<file path="config.mk">
export PLATFORM = sky130hd
export DESIGN_NAME = rhss_front
export DESIGN_NICKNAME = d
export VERILOG_FILES = /design/src/hdl/rhss_pkg.sv /design/src/hdl/rhss_front.sv
export SDC_FILE = /design/constraint.sdc
export NUM_CORES = 2
export LEC_CHECK = 0
export ABC_CLOCK_PERIOD_IN_PS = 9000
export BUFFER_PORTS_ARGS = -buffer_cell sky130_fd_sc_hd__buf_2
export CORE_ASPECT_RATIO = 1.4
export CORE_MARGIN = 1
export CORE_UTILIZATION = 65
export DETAILED_ROUTE_END_ITERATION = 8
export HOLD_SLACK_MARGIN = 0.03
export PLACE_DENSITY_LB_ADDON = 0.15
export SLEW_MARGIN = 20
export SYNTH_ARGS = -nofsm -noshare
export SYNTH_HDL_FRONTEND = slang
export SYNTH_SLANG_ARGS = --single-unit
</file>
<file path="constraint.sdc">
create_clock -name i_clk -period 9 [get_ports i_clk]
set_input_delay 0 -clock i_clk [delete_from_list [all_inputs] [get_ports i_clk]]
set_output_delay 0 -clock i_clk [all_outputs]
set_load 0.01 [all_outputs]
</file>
<file path="src/hdl/rhss_pkg.sv">
`timescale 1ns / 1ps

package rhss_pkg;

    // Sizing (ring depth must stay a power of two)
    localparam int MAX_PATTERN   = 256;
    localparam int RING_AW       = $clog2(MAX_PATTERN);
    localparam int PLEN_W        = $clog2(MAX_PATTERN + 1);
    localparam int POSITION_BITS = 16;
    localparam int HASH_W        = 64;
    localparam int SYM_W         = 8;
    localparam int FIFO_DEPTH    = 2;

    // Symbol bias: value is the signed byte minus 'a' - 1
    localparam logic signed [SYM_W+1:0] SYM_BIAS = 10'sd96;

    typedef enum logic [1:0] {
        OP_START   = 2'd0,
        OP_PATTERN = 2'd1,
        OP_TEXT    = 2'd2
    } t_opcode;

    // Work kinds handed from front to back
    typedef enum logic [1:0] {
        K_NOP,
        K_START,
        K_PATTERN,
        K_TEXT
    } t_kind;

    typedef struct packed {
        t_kind                      kind;
        logic                       last;
        logic                       hashed;
        logic                       check;
        logic                       need_sub;
        logic [POSITION_BITS-1:0]   start;
        logic [RING_AW-1:0]         raddr;
        logic [RING_AW-1:0]         waddr;
        logic [HASH_W-1:0]          prod;
    } t_job;

    // Multiply by the hash base 31 as shift and subtract
    function automatic logic [HASH_W-1:0] times_base(input logic [HASH_W-1:0] p);
        times_base = (p << 5) - p;
    endfunction

    // Symbol value times a power, modulo 2^64
    function automatic logic [HASH_W-1:0] sym_scale(input logic [HASH_W-1:0] p,
                                                    input logic [SYM_W-1:0] s);
        logic signed [SYM_W+1:0] v;
        logic [SYM_W-1:0]        mag;
        logic [HASH_W-1:0]       prd;
        v   = $signed({{2{s[SYM_W-1]}}, s}) - SYM_BIAS;
        mag = v[SYM_W+1] ? SYM_W'(-v) : SYM_W'(v);
        prd = HASH_W'(p * {{(HASH_W-SYM_W){1'b0}}, mag});
        sym_scale = v[SYM_W+1] ? (~prd + HASH_W'(1)) : prd;
    endfunction

endpackage

</file>
<file path="src/hdl/rhss_front.sv">
`timescale 1ns / 1ps

module rhss_front (
    input  logic          i_clk,
    input  logic          i_rst_n,
    input  logic          i_valid,
    input  logic [1:0]    i_opcode,
    input  logic [7:0]    i_symbol,
    input  logic          i_last,
    input  logic          i_q_ready,
    output logic          o_push,
    output rhss_pkg::t_job o_job
);
    import rhss_pkg::*;

    localparam logic [POSITION_BITS-1:0] POS_MAX = '1;

    logic [PLEN_W-1:0]        r_plen, n_plen;
    logic [HASH_W-1:0]        r_ppow, n_ppow;
    logic [POSITION_BITS-1:0] r_tpos, n_tpos;
    logic [HASH_W-1:0]        r_tpow, n_tpow;
    logic [POSITION_BITS:0]   w_next_pos;
    logic [POSITION_BITS-1:0] w_plen_ext;

    assign o_push     = i_valid && i_q_ready;
    assign w_next_pos = {1'b0, r_tpos} + (POSITION_BITS+1)'(1);
    assign w_plen_ext = POSITION_BITS'(r_plen);

    // Classify the request and advance the counters
    always_comb begin
        n_plen = r_plen;
        n_ppow = r_ppow;
        n_tpos = r_tpos;
        n_tpow = r_tpow;
        o_job          = '0;
        o_job.kind     = K_NOP;
        o_job.last     = i_last;
        o_job.waddr    = r_tpos[RING_AW-1:0];
        o_job.raddr    = RING_AW'(r_tpos - w_plen_ext);
        o_job.start    = POSITION_BITS'(w_next_pos - {1'b0, w_plen_ext});
        o_job.need_sub = (o_job.start != '0);
        case (i_opcode)
            OP_START: begin
                o_job.kind = K_START;
                n_plen = '0;
                n_ppow = HASH_W'(1);
                n_tpos = '0;
                n_tpow = HASH_W'(1);
            end
            OP_PATTERN: begin
                if (r_tpos == '0 && r_plen < PLEN_W'(MAX_PATTERN)) begin
                    o_job.kind = K_PATTERN;
                    o_job.prod = sym_scale(r_ppow, i_symbol);
                    n_ppow = times_base(r_ppow);
                    n_plen = r_plen + PLEN_W'(1);
                end
            end
            OP_TEXT: begin
                o_job.kind   = K_TEXT;
                o_job.prod   = sym_scale(r_tpow, i_symbol);
                o_job.hashed = (r_tpos != POS_MAX);
                o_job.check  = o_job.hashed && (r_plen != '0)
                               && (w_next_pos >= {1'b0, w_plen_ext});
                if (o_job.hashed) begin
                    n_tpow = times_base(r_tpow);
                    n_tpos = w_next_pos[POSITION_BITS-1:0];
                end
            end
            default: begin
                o_job.kind = K_NOP;
            end
        endcase
    end

    // Counter registers
    always_ff @(posedge i_clk) begin
        if (!i_rst_n) begin
            r_plen <= '0;
            r_ppow <= HASH_W'(1);
            r_tpos <= '0;
            r_tpow <= HASH_W'(1);
        end else if (o_push) begin
            r_plen <= n_plen;
            r_ppow <= n_ppow;
            r_tpos <= n_tpos;
            r_tpow <= n_tpow;
        end
    end

endmodule

</file>
==> metrics.md <==
| Metric | Value |
|---|---|
| Part of the Yosys area used for sequential elements | `6.535%` |
| Cell family with most CP delay | `simple AND/OR/NAND/NOR gates` |
| Core area | `71,410 µm²` |
| MaxCap Viol Count | `0` |
| Initial antenna violation count | `6` |
| Final setup skew | `0.02224 ns` |
| Endpoints failing setup | `0` |
| Routability-driven placement congestion ratio | `1.075` |
| Post-CTS setup buffers | `0` |
| Fin worst setup slack | `0.4182 ns` |
| CTS tree | `yes` |
| Die width | `229.0 µm` |
| R2R Path End | `r_tpow[62]$_SDFFE_PN0P_` |
| Critical R2R Launch | `r_tpow[1]$_SDFFE_PN0P_` |
| Largest net degree at the start of global routing | `143` |
| Tightest Pin Transition | `1.133 ns` |
| Final setup TNS | `0 ns` |
| Largest area contributor in the netlist | `fa_1` |
| Worst stage delay on the critical path | `0.56 ns` |
| Syn-to-layout area delta | `4.244%` |
| Flops & latches, synth | `153` |
| R2R Setup Slk | `4.31 ns` |
| Max Fanout on Critical Path | `28` |
| Router iterations before antenna repair | `9` |
| Die area | `73,200 µm²` |
| Cell area power density | `96.45 nW/µm²` |
| Starting Density | `65.64%` |
| First-pass GRT wire length | `250.1 mm` |
| Worst IR Drop VDD | `126.3 µV` |
| Critical path class | `input port to output port` |
| Main synth FF type | `dfxtp_1` |
| Site Rows | `116` |
| R2R cell count | `15` |
| Endpoint type of the worst setup path | `output port` |
| Syn Area/Cell | `7.717 µm²` |
| Min Tclk post-route | `8.582 ns` |
| FMAX | `116.5 MHz` |
| Reg clk slew, reported paths | `0.07 ns` |
| Iteration-0 DRC Markers | `3,820` |
| Dpl hpwl | `128.4 mm` |
| Layout Cell Area excl Fill | `48,860 µm²` |
| Post-detailed-route wirelength per cell | `23.26 µm` |
| Post-synthesis cell type count | `101` |
| Dpl cell area | `48,220 µm²` |
| Vias | `44,780` |
| Outcome | `finished clean` |
| Crit path arrival time | `8.58 ns` |
| Register area | `3063 µm²` |
| CP most frequent cell | `fa_1` |
| Slowest-stage cell, CP | `nor3b_2` |
| Critical Path RT | `9.00 ns` |
| YS warnings | `0` |
| Syn Std Cell Area | `46,870 µm²` |
| Min Hold Slack | `0.2187 ns` |
| Clock tree root buffer cell | `clkbuf_16` |
| DR DRC count | `0` |
| Max clock buf depth | `2` |
| Routed Antenna Nets | `0` |
| Yosys top cell area share | `29.81%` |
| Final Hold Vio Count | `0` |
| Tcrit/Tclk final | `95.35%` |
| Post-synth top cells | `782 x inv_1, 731 x nor2_1, 698 x fa_1` |
| Place WS | `0.5567 ns` |
| Clk_lat worst skew | `0.51 ns` |
| PortBufs | `115` |
| RSZ-0062 raised after global routing | `no` |
| Routed WL | `161.5 mm` |
| Mapped Cells | `6,074` |
| P_leak | `0.02278 µW` |
| Total CTS buffers | `17` |
| Number of global-route vias before repair | `44,940` |
| EDFF count, synth | `0` |
| Startpoint Class | `input port` |
| Nets | `6,983` |
| Share of cells above drive strength 1 | `4.922%` |
| Overall routing resource usage | `44.21%` |
| Top cells by area, synth | `fa_1 30%, ha_1 7.7%, dfxtp_1 6.5%, inv_1 6.3%, nor2_1 5.9%` |
| Worst hold start | `i_rst_n` |
| Hold Path Sink | `r_tpow[0]$_SDFFE_PN1P_` |
| Top-count cell post-synth | `inv_1` |
| Filler cells | `6,220` |
| Io pins | `118` |
| Synth async-reset ratio | `0%` |
| Area of the multi-input gates | `39,880 µm²` |
| H-tree levels | `4` |
| Headroom to the max-slew limit | `23.80%` |
| Count of pins over their slew limit | `0` |
| HP Class | `input port to flop` |
| Grt total ovfl | `0` |
| Hold Path Depth | `3` |
| Syn nets | `7,076` |
| Die height | `319.7 µm` |
| Buf+Inv Stages, Crit Path | `3` |
| Vias per cell | `6.450` |
| Sink Count | `153` |
[per-stage QoR]
step	std cells	total power [µW]	utilization (%)
floorplan	6074	2946	-
finish	6943	4713	68.43
global route	6938	4973	68.41
global placement	6905	3820	67.53
CTS	6938	4614	68.36
detailed placement	6905	3845	67.53
[worst min-delay path, cell delays in order]
cell and delay (ns):
buf_2 0.10, buf_4 0.35, o211ai_1 0.19
[report_power, final]
group | internal [µW] | switching [µW] | leakage [µW]
Clock | 391 | 371 | 0.000279
Sequential | 699 | 59.0 | 0.00124
Combinational | 1190 | 2010 | 0.0213
[final cells by class]
class / count / area share (%)
inverter: 785 / 6.030
timing repair buffer: 183 / 2.445
sequential: 153 / 6.269
clock buffer: 18 / 0.8783
tap: 944 / 2.417
antenna: 5 / 0.02561
multi-input combinational: 4841 / 81.62
clock inverter: 14 / 0.3150
[sequential cells by signal (all words and copies together) (netlist names)]
register and count:
r_plen 9, r_ppow 64, r_tpow 64, r_tpos 16
[layer usage]
metal,share of wire (%),global-route usage (%),up-vias
li1,-,-,19930
met1,34,47.26,21700
met2,48,74.51,2385
met3,8.5,9.897,764
met4,9.8,36.64,4
met5,0.018,0,-
[worst max path at each step]
stage / cells after the start / startpoint / slack (ns) / end
after floorplan: 29 / i_symbol[6] / 1.65 / o_job[57]
after global placement: 26 / i_symbol[0] / 0.59 / o_job[59]
after detailed placement: 29 / i_symbol[1] / 0.56 / o_job[47]
after CTS: 29 / i_symbol[1] / 0.54 / o_job[47]
after global routing: 28 / i_symbol[5] / 0.09 / o_job[59]
final: 26 / i_symbol[5] / 0.42 / o_job[61]
[cells in the final DEF, fill, tap and decap left out, types with 20 or more instances in the layout]
| cell | n |
|---|---|
| inv_1 | 782 |
| nor2_1 | 727 |
| fa_1 | 698 |
| nand2_1 | 593 |
| a21oi_1 | 331 |
| ha_1 | 288 |
| xnor2_1 | 236 |
| o21ai_0 | 212 |
| and2_1 | 181 |
| nor3_1 | 174 |
| a21o_1 | 159 |
| dfxtp_1 | 153 |
| xor2_1 | 136 |
| nor2b_1 | 118 |
| a22oi_1 | 118 |
| buf_2 | 114 |
| nand3_1 | 81 |
| a31oi_1 | 67 |
| nand4_1 | 66 |
| buf_4 | 59 |
| o21a_1 | 58 |
| o21bai_1 | 44 |
| and3_1 | 43 |
| a211oi_1 | 39 |
| nand2b_1 | 32 |
| o211ai_1 | 27 |
| or3_1 | 27 |
| o22ai_1 | 26 |
| o31ai_1 | 24 |
| nor4_1 | 24 |
| or2_2 | 20 |
[cell families after synthesis]
| logic type | share of synthesized area, % |
|---|---|
| xor+xnor | 7.101 |
| mux | 0.3871 |
| buf+inv | 8.758 |
| compound gates | 17.95 |
| flops | 6.535 |
| simple gates | 21.74 |
| fa+ha+maj | 37.53 |
[timing repair]
item / CTS / global route
setup endpoints to repair: 0 / 4
hold buffers: 1 / 0
endpoints found under the hold margin: 1 / 0
gates resized for setup: 0 / 4
Note: power is estimated with default switching activity, not from simulation.
