--- src/hdl/rhss_pkg.sv ---
`timescale 1ns / 1ps

package rhss_pkg;

    // Sizing (ring depth must stay a power of two)
    localparam int MAX_PATTERN   = 256;
    localparam int RING_AW       = $clog2(MAX_PATTERN);
    localparam int PLEN_W        = $clog2(MAX_PATTERN + 1);
    localparam int POSITION_BITS = 16;
    localparam int HASH_W        = 64;
    localparam int SYM_W         = 8;
    localparam int FIFO_DEPTH    = 2;

    // Symbol bias: value is the signed byte minus 'a' - 1
    localparam logic signed [SYM_W+1:0] SYM_BIAS = 10'sd96;

    typedef enum logic [1:0] {
        OP_START   = 2'd0,
        OP_PATTERN = 2'd1,
        OP_TEXT    = 2'd2
    } t_opcode;

    // Work kinds handed from front to back
    typedef enum logic [1:0] {
        K_NOP,
        K_START,
        K_PATTERN,
        K_TEXT
    } t_kind;

    typedef struct packed {
        t_kind                      kind;
        logic                       last;
        logic                       hashed;
        logic                       check;
        logic                       need_sub;
        logic [POSITION_BITS-1:0]   start;
        logic [RING_AW-1:0]         raddr;
        logic [RING_AW-1:0]         waddr;
        logic [HASH_W-1:0]          prod;
    } t_job;

    // Multiply by the hash base 31 as shift and subtract
    function automatic logic [HASH_W-1:0] times_base(input logic [HASH_W-1:0] p);
        times_base = (p << 5) - p;
    endfunction

    // Symbol value times a power, modulo 2^64
    function automatic logic [HASH_W-1:0] sym_scale(input logic [HASH_W-1:0] p,
                                                    input logic [SYM_W-1:0] s);
        logic signed [SYM_W+1:0] v;
        logic [SYM_W-1:0]        mag;
        logic [HASH_W-1:0]       prd;
        v   = $signed({{2{s[SYM_W-1]}}, s}) - SYM_BIAS;
        mag = v[SYM_W+1] ? SYM_W'(-v) : SYM_W'(v);
        prd = HASH_W'(p * {{(HASH_W-SYM_W){1'b0}}, mag});
        sym_scale = v[SYM_W+1] ? (~prd + HASH_W'(1)) : prd;
    endfunction

endpackage

--- src/hdl/rhss_queue.sv ---
`timescale 1ns / 1ps

module rhss_queue (
    input  logic           i_clk,
    input  logic           i_rst_n,
    input  logic           i_push,
    input  rhss_pkg::t_job i_job,
    output logic           o_ready,
    input  logic           i_pop,
    output logic           o_valid,
    output rhss_pkg::t_job o_job
);
    import rhss_pkg::*;

    localparam int PTR_W = $clog2(FIFO_DEPTH);

    t_job               r_mem [FIFO_DEPTH];
    logic [PTR_W-1:0]   r_wptr;
    logic [PTR_W-1:0]   r_rptr;
    logic [PTR_W:0]     r_count;
    logic               w_do_pop;

    assign o_ready  = (r_count != (PTR_W+1)'(FIFO_DEPTH));
    assign o_valid  = (r_count != '0);
    assign o_job    = r_mem[r_rptr];
    assign w_do_pop = i_pop && o_valid;

    // Storage
    always_ff @(posedge i_clk) begin
        if (i_push) begin
            r_mem[r_wptr] <= i_job;
        end
    end

    // Pointers and fill count
    always_ff @(posedge i_clk) begin
        if (!i_rst_n) begin
            r_wptr  <= '0;
            r_rptr  <= '0;
            r_count <= '0;
        end else begin
            if (i_push) begin
                r_wptr <= r_wptr + PTR_W'(1);
            end
            if (w_do_pop) begin
                r_rptr <= r_rptr + PTR_W'(1);
            end
            case ({i_push, w_do_pop})
                2'b10:   r_count <= r_count + (PTR_W+1)'(1);
                2'b01:   r_count <= r_count - (PTR_W+1)'(1);
                default: r_count <= r_count;
            endcase
        end
    end

endmodule

--- config.mk ---
export PLATFORM = sky130hd
export DESIGN_NAME = rhss_queue
export DESIGN_NICKNAME = d
export VERILOG_FILES = /design/src/hdl/rhss_pkg.sv /design/src/hdl/rhss_queue.sv
export SDC_FILE = /design/constraint.sdc
export NUM_CORES = 1
export LEC_CHECK = 0
export ABC_AREA = 1
export ABC_CLOCK_PERIOD_IN_PS = 5300
export BUFFER_PORTS_ARGS = -buffer_cell sky130_fd_sc_hd__buf_4
export CAP_MARGIN = 20
export CORE_MARGIN = 5
export CORE_UTILIZATION = 47
export DETAILED_ROUTE_END_ITERATION = 8
export GPL_ROUTABILITY_DRIVEN = 0
export HOLD_SLACK_MARGIN = 0.03
export MAX_ROUTING_LAYER = met4
export PLACE_DENSITY = 0.87
export SYNTH_ARGS = -nofsm -noshare
export SYNTH_HDL_FRONTEND = slang
export SYNTH_SLANG_ARGS = --single-unit
--- constraint.sdc ---
create_clock -name i_clk -period 5.3 [get_ports i_clk]
set_input_delay 0.53 -clock i_clk [delete_from_list [all_inputs] [get_ports i_clk]]
set_output_delay 0.53 -clock i_clk [all_outputs]
set_load 0.01 [all_outputs]
==> results of run 1 <==
## routing by layer
metal  vias up  routed length [um]  GRT usage, %
li1       1828                   -             -
met3        20                1193         4.220
met1      1946                5560         17.18
met5         -                   0             -
met2       156                8134         27.86
met4         0                 216         3.519
## cells in the final DEF (no fill, tap or decap)
master / instances
sky130_fd_sc_hd__buf_4: 212
sky130_fd_sc_hd__edfxtp_1: 204
sky130_fd_sc_hd__mux2_4: 80
sky130_fd_sc_hd__mux2_2: 22
sky130_fd_sc_hd__clkbuf_16: 21
sky130_fd_sc_hd__nand2_1: 9
sky130_fd_sc_hd__nor2_1: 9
sky130_fd_sc_hd__clkinv_2: 7
sky130_fd_sc_hd__inv_1: 5
sky130_fd_sc_hd__clkbuf_1: 5
sky130_fd_sc_hd__dfxtp_1: 4
sky130_fd_sc_hd__clkinv_1: 2
sky130_fd_sc_hd__o21a_1: 1
sky130_fd_sc_hd__nand3_1: 1
sky130_fd_sc_hd__inv_4: 1
sky130_fd_sc_hd__nor2_4: 1
sky130_fd_sc_hd__o21ai_0: 1
sky130_fd_sc_hd__a21oi_1: 1
sky130_fd_sc_hd__nand4_1: 1
sky130_fd_sc_hd__ha_1: 1
sky130_fd_sc_hd__dfxtp_4: 1
sky130_fd_sc_hd__bufinv_16: 1
sky130_fd_sc_hd__buf_12: 1
## registers in the layout (all words and copies together), names as in the netlist, named ones only
register / flops
r_count: 2
r_mem: 204
r_rptr: 1
r_wptr: 1
## stage by stage
stage | area, sq um | setup slack [ns]
detailed placement | 9711 | 2.821
global placement | 9711 | 2.862
CTS | 10330 | 2.301
floorplan | 7920 | 1.650
global route | 10330 | 2.252
finish | 10330 | 2.381
## how the worst max path moves through the flow
stage / start / slack, ns / end
CTS: flip-flop / 2.30 / o_job[95]
global route: flip-flop / 2.25 / o_job[95]
global placement: flip-flop / 2.86 / o_job[97]
detailed placement: flip-flop / 2.82 / o_job[95]
floorplan: i_push / 1.65 / r_mem[0][0]
finish: flip-flop / 2.38 / o_job[95]
## power by group through the flow
stage | Clock [uW] | Combinational (uW) | Sequential [uW]
global route | 1440 | 597 | 1980
floorplan | 0 | 334 | 1970
finish | 1320 | 560 | 1970
CTS | 1360 | 571 | 1970
global placement | 0 | 554 | 2000
detailed placement | 0 | 569 | 2010
## worst max-delay path, cell delays in order, from the launching register on
cell and delay, ns:
sky130_fd_sc_hd__dfxtp_4 0.92, sky130_fd_sc_hd__buf_12 0.43, sky130_fd_sc_hd__mux2_2 0.39, sky130_fd_sc_hd__buf_4 0.15
## cell type report
| class | count | area (sq um) | share of cell area, % |
|---|---|---|---|
| sequential | 209 | 6230 | 60.32 |
| timing repair buffer | 213 | 1612 | 15.60 |
| multi-input combinational | 127 | 1569 | 15.19 |
| clock buffer | 26 | 544.3 | 5.270 |
| tap | 220 | 275.3 | 2.665 |
| clock inverter | 10 | 72.57 | 0.7027 |
| inverter | 6 | 25.02 | 0.2423 |
## cells by family after synthesis
family                   after synthesis  synth area share (%)
AO/OA/AOI/OAI                          3                0.2212
adder cells (fa/ha/maj)                1                0.1580
buffers and inverters                 17                 1.644
flip-flops                           209                 78.63
multiplexers                         102                 18.30
AND/OR/NAND/NOR                       21                 1.043
==> parameters.txt, run 1 <==
Parameter                              Value

Run status
  Result of the run    completed

Layout
  Area added between synthesis and finish    30.44%
  Total inserted antenna cells    0
  Non-filler cells, final    811
  Filler Cell Count    1,162
  Core Util, Final    62.28%
  Share of layout cells above drive strength 1    58.71%
  Layout Nets    685

Global route
  Total GRT Usage    15.48%
  Number of global-route vias before repair    4,423
  Largest net degree at the start of global routing    56
  Initial antenna violation count    0
  Global-route wire length before repair    23,480 um
  Global route overflow    0

Synth
  Most area-consuming cells after synthesis    sky130_fd_sc_hd__edfxtp_1 77%, sky130_fd_sc_hd__mux2_4 15%, sky130_fd_sc_hd__mux2_2 3.1%
  Area share of the leading cell type in the synthesized netlist    77.37%
  Count of different cell masters after synthesis    16
  Fraction of registers with async set/reset    0%
  Synth Flop Type    sky130_fd_sc_hd__edfxtp_1
  Synth Net Count    460
  Total of warnings raised by yosys    0
  Cell count after synthesis    353
  Top cell type by total area after synthesis    sky130_fd_sc_hd__edfxtp_1
  Sequential share of the synthesized area    78.63%
  Top cells by count, synth    204 x sky130_fd_sc_hd__edfxtp_1, 80 x sky130_fd_sc_hd__mux2_4, 22 x sky130_fd_sc_hd__mux2_2
  Post-synthesis area per instance    22.43 sq um
  Count of flip-flops with a built-in enable after synthesis    204
  Synthesized cell area    7918 sq um
  Number of synthesized register bits    209
  Most frequent cell after synthesis    sky130_fd_sc_hd__edfxtp_1

Timing
  Final setup violation count    0
  Final Slew Violations    0
  Final-report hold violation count    0
  Part of the cycle the worst path needs    55.07%
  Setup repair after global routing missed its margin    false
  Final min period    2.919 ns
  Setup TNS    0 ns
  Maximum clock frequency    342.6 MHz
  Final-layout worst hold slack    0.2367 ns
  Worst clock skew    0.01240 ns
  Measured slew at the worst slew-check pin    0.9230 ns
  Headroom to the max-slew limit    38.47%

Worst setup path
  R2r startpoint    r_wptr
  Max Fanout on Critical Path    53
  Reg-to-reg endpoint    r_mem[1][96]
  Required time at the worst-slack endpoint    4.77 ns
  Critical path data arrival time    2.39 ns
  Critical Setup Path Class    reg -> out
  Crit start category    flip-flop
  Crit path capture type    output pin
  Worst-case reg-to-reg path depth    3
  Flop2flop setup slack    3.17 ns

Drt
  Post-route antenna net violation count    0
  Detailed-route wire length per cell    18.63 um
  DRT Pass-1 Iters    4
  Wire length after detailed routing    15,110 um
  Iter 0 DRT Violations    166
  Total vias in the final route    3,950
  Vias per std cell    4.871
  Remaining design rule violation count    0

CTS
  Cells resized by post-CTS repair    0
  H-Tree Level Count    1
  Cell chosen for the clock root    sky130_fd_sc_hd__clkbuf_16
  CTS buffer count    21
  Hold buffer count at cts    0
  Clk sink count    209
  CTS tree    yes
  Number of post-CTS setup repair buffers    0
  Worst-path clk slew    0.06 ns
  Clock latency reported for the late side of the worst-skew pair    0.47 ns
  Number of buffers on the longest clock path    3

Power
  Relative contribution of the clock network to total power    34.3%
  Share of total power in sequential cells    51.1%
  Switching power as a share of total power    21.59%
  Net switching power    831.6 uW
  Internal cell power    3021 uW
  Logic gate share of total power    14.5%
  Total power    3852 uW
  Leakage power    0.004035 uW
  Pwr/cell area    373.0 nW/um^2
  Worst voltage drop across the vdd grid    0.0002430 V

Floorplan
  Core ar.    16,580 sq um
  Chip Height    139.8 um
  Die area    19,540 sq um
  Die span in x    139.8 um
  Number of rows created at floorplan    47
  Starting utilization of the core area    47.74%
  Ports    210

Placement
  HPWL after DPL    10,590 um
  Port Buffers    209
  Inst Count DP    775

Worst hold path
  Startpoint of the lowest-slack hold path    i_job[98]
  Hold path cells    1
  End of the worst hold path    r_mem[0][98]
  Class of the tightest hold or removal check    in -> reg

Run
  Max_cap viols    0
Power figures use the tool's default switching activity.
==> inputs of run 2 (changes only) <==
--- a/config.mk
+++ b/config.mk
@@ -6,16 +6,16 @@
 export NUM_CORES = 1
 export LEC_CHECK = 0
 export ABC_AREA = 1
-export ABC_CLOCK_PERIOD_IN_PS = 5300
+export ABC_CLOCK_PERIOD_IN_PS = 2900
 export BUFFER_PORTS_ARGS = -buffer_cell sky130_fd_sc_hd__buf_4
 export CAP_MARGIN = 20
 export CORE_MARGIN = 5
-export CORE_UTILIZATION = 47
+export CORE_UTILIZATION = 52
 export DETAILED_ROUTE_END_ITERATION = 8
 export GPL_ROUTABILITY_DRIVEN = 0
 export HOLD_SLACK_MARGIN = 0.03
 export MAX_ROUTING_LAYER = met4
-export PLACE_DENSITY = 0.87
+export PLACE_DENSITY = 0.91
 export SYNTH_ARGS = -nofsm -noshare
 export SYNTH_HDL_FRONTEND = slang
 export SYNTH_SLANG_ARGS = --single-unit
==> constraint.sdc (replaced) <==
create_clock -name i_clk -period 2.9 [get_ports i_clk]
set_input_delay 0.29 -clock i_clk [delete_from_list [all_inputs] [get_ports i_clk]]
set_output_delay 0.29 -clock i_clk [all_outputs]
set_load 0.01 [all_outputs]
==> parameters.txt, run 2 (synthesis results as in run 1) <==
Parameter                              Value

Run status
  Result of the run    completed

Worst hold path
  Startpoint of the lowest-slack hold path    i_rst_n
  End of the worst hold path    r_count[1]
  Class of the tightest hold or removal check    in -> reg
  Hold path cells    3

Global route
  Global-route wire length before repair    27,190 um
  Largest net degree at the start of global routing    103
  Met3 Track Usage GR    4.003%
  Busiest grt layer    met2
  Total GRT Usage    20.13%
  Fraction of met1 tracks used by global routing    23.31%
  GRT met2 Usage    36.63%
  Global route overflow    0
  Initial antenna violation count    0
  Number of global-route vias before repair    4,991

CTS
  Clk sink count    209
  Number of buffers on the longest clock path    3
  H-Tree Level Count    1
  CTS tree    yes
  Clock latency reported for the late side of the worst-skew pair    0.49 ns
  Cell chosen for the clock root    sky130_fd_sc_hd__clkbuf_16
  Cells resized by post-CTS repair    0
  Worst-path clk slew    0.06 ns
  Number of post-CTS setup repair buffers    0
  CTS buffer count    21

Layout
  Area added between synthesis and finish    44.63%
  Layout Nets    792
  Flip-flop count of the largest register, all copies and words added    204
  Largest registers    r_mem x204, r_count x2
  Leading cell type in the layout, fill and taps excluded    sky130_fd_sc_hd__buf_4
  Total inserted antenna cells    0
  Biggest register    r_mem
  Share of layout cells above drive strength 1    50.50%
  Most frequent cells in the layout    214 x sky130_fd_sc_hd__buf_4, 204 x sky130_fd_sc_hd__edfxtp_1, 104 x sky130_fd_sc_hd__dlygate4sd3_1, 80 x sky130_fd_sc_hd__mux2_4, 22 x sky130_fd_sc_hd__mux2_2
  Filler Cell Count    790
  Non-filler cells, final    885

Timing
  Final-report hold violation count    0
  Final Slew Violations    0
  Setup repair after global routing missed its margin    false
  Final setup violation count    0
  Headroom to the max-slew limit    58.63%
  Worst clock skew    0.02621 ns
  Maximum clock frequency    415.9 MHz
  Measured slew at the worst slew-check pin    0.6206 ns
  Setup TNS    0 ns
  Part of the cycle the worst path needs    82.91%
  Final min period    2.404 ns

Drt
  Total vias in the final route    4,424
  Detailed-route wire length per cell    19.96 um
  Iter 0 DRT Violations    292
  Post-route antenna net violation count    0
  Vias per std cell    4.999
  Remaining design rule violation count    0
  DRT Pass-1 Iters    4
  Wire length after detailed routing    17,670 um

Worst setup path
  R2r startpoint    r_wptr
  Crit start category    flip-flop
  Critical Setup Path Class    reg -> out
  Worst-case reg-to-reg path depth    3
  Critical path data arrival time    2.11 ns
  Delay of the slowest cell on the worst path    0.58 ns
  Sum of buffers and inverters on the critical path    2
  Required time at the worst-slack endpoint    2.61 ns
  Worst path top cell family by delay    flip-flops
  Flop2flop setup slack    1.13 ns
  Max Fanout on Critical Path    58
  Reg-to-reg endpoint    r_mem[1][96]
  Cell with the biggest individual delay on the critical path    sky130_fd_sc_hd__dfxtp_4
  Crit path capture type    output pin
  Critical-path cell list    buf_12 > mux2_2 > buf_4

Floorplan
  Ports    210
  Chip Height    133.4 um
  Starting utilization of the core area    52.47%
  Die span in x    133.4 um
  Number of rows created at floorplan    45
  Die area    17,790 sq um
  Core ar.    15,090 sq um

Placement
  HPWL after DPL    10,290 um
  Port Buffers    209
  Inst Count DP    746

Run
  Max_cap viols    0

Power
  Worst voltage drop across the vdd grid    0.0005500 V
  Pwr/cell area    657.3 nW/um^2
  Leakage power    0.004521 uW
[run 2: metal layers]
| layer | up-vias | share of wire, % |
|---|---|---|
| met5 | - | 0 |
| li1 | 2042 | - |
| met3 | 18 | 5.6 |
| met1 | 2209 | 38 |
| met4 | 0 | 1.1 |
| met2 | 155 | 55 |
[run 2: power breakdown]
part	leakage [uW]	switching [uW]	internal, uW
Combinational	0.00222	497	700
Sequential	0.00196	71.8	3500
Clock	0.000340	1050	1700
[run 2: worst max-delay path by stage]
stage                   start     endpoint  slack [ns]  cells past startpoint
detailed placement  flip-flop     o_job[0]        1.04                      3
global placement    flip-flop     o_job[2]        1.06                      3
global route        flip-flop    o_job[84]        0.41                      3
floorplan              r_wptr  r_mem[1][0]       0.003                      2
finish              flip-flop    o_job[84]        0.50                      3
CTS                 flip-flop     o_job[0]        0.50                      3
[run 2: area by class of cell]
type | count | area, sq um | area share [%]
clock inverter | 11 | 157.7 | 1.377
clock buffer | 24 | 546.8 | 4.775
timing repair buffer | 320 | 2688 | 23.47
tap | 188 | 235.2 | 2.054
sequential | 209 | 6230 | 54.40
inverter | 6 | 25.02 | 0.2185
multi-input combinational | 127 | 1569 | 13.70
[run 2: repair_timing]
item | CTS | global route
setup endpoints to repair | 0 | 0
endpoints found under the hold margin | 205 | 0
hold buffers | 104 | 0
[run 2: per-stage QoR]
step                      hold WS (ns)  cell area, sq um  util, %  worst slack, ns  total power [uW]
after global routing           0.06949             11450    75.89           0.4083              7820
after floorplan                 0.3889              7925        -         0.003061              4214
after global placement          0.4651              9706    64.32            1.057              4657
final                          0.08351             11450    75.89           0.4956              7526
after detailed placement        0.4774              9706    64.32            1.042              4705
after CTS                      0.05609             11450    75.89           0.5044              7569
[run 2: worst min-delay path, delay by kind of cell]
family / cells / cell delay [ns]
and+or+nand+nor: 2 / 0.11
buffers and inverters: 1 / 0.13
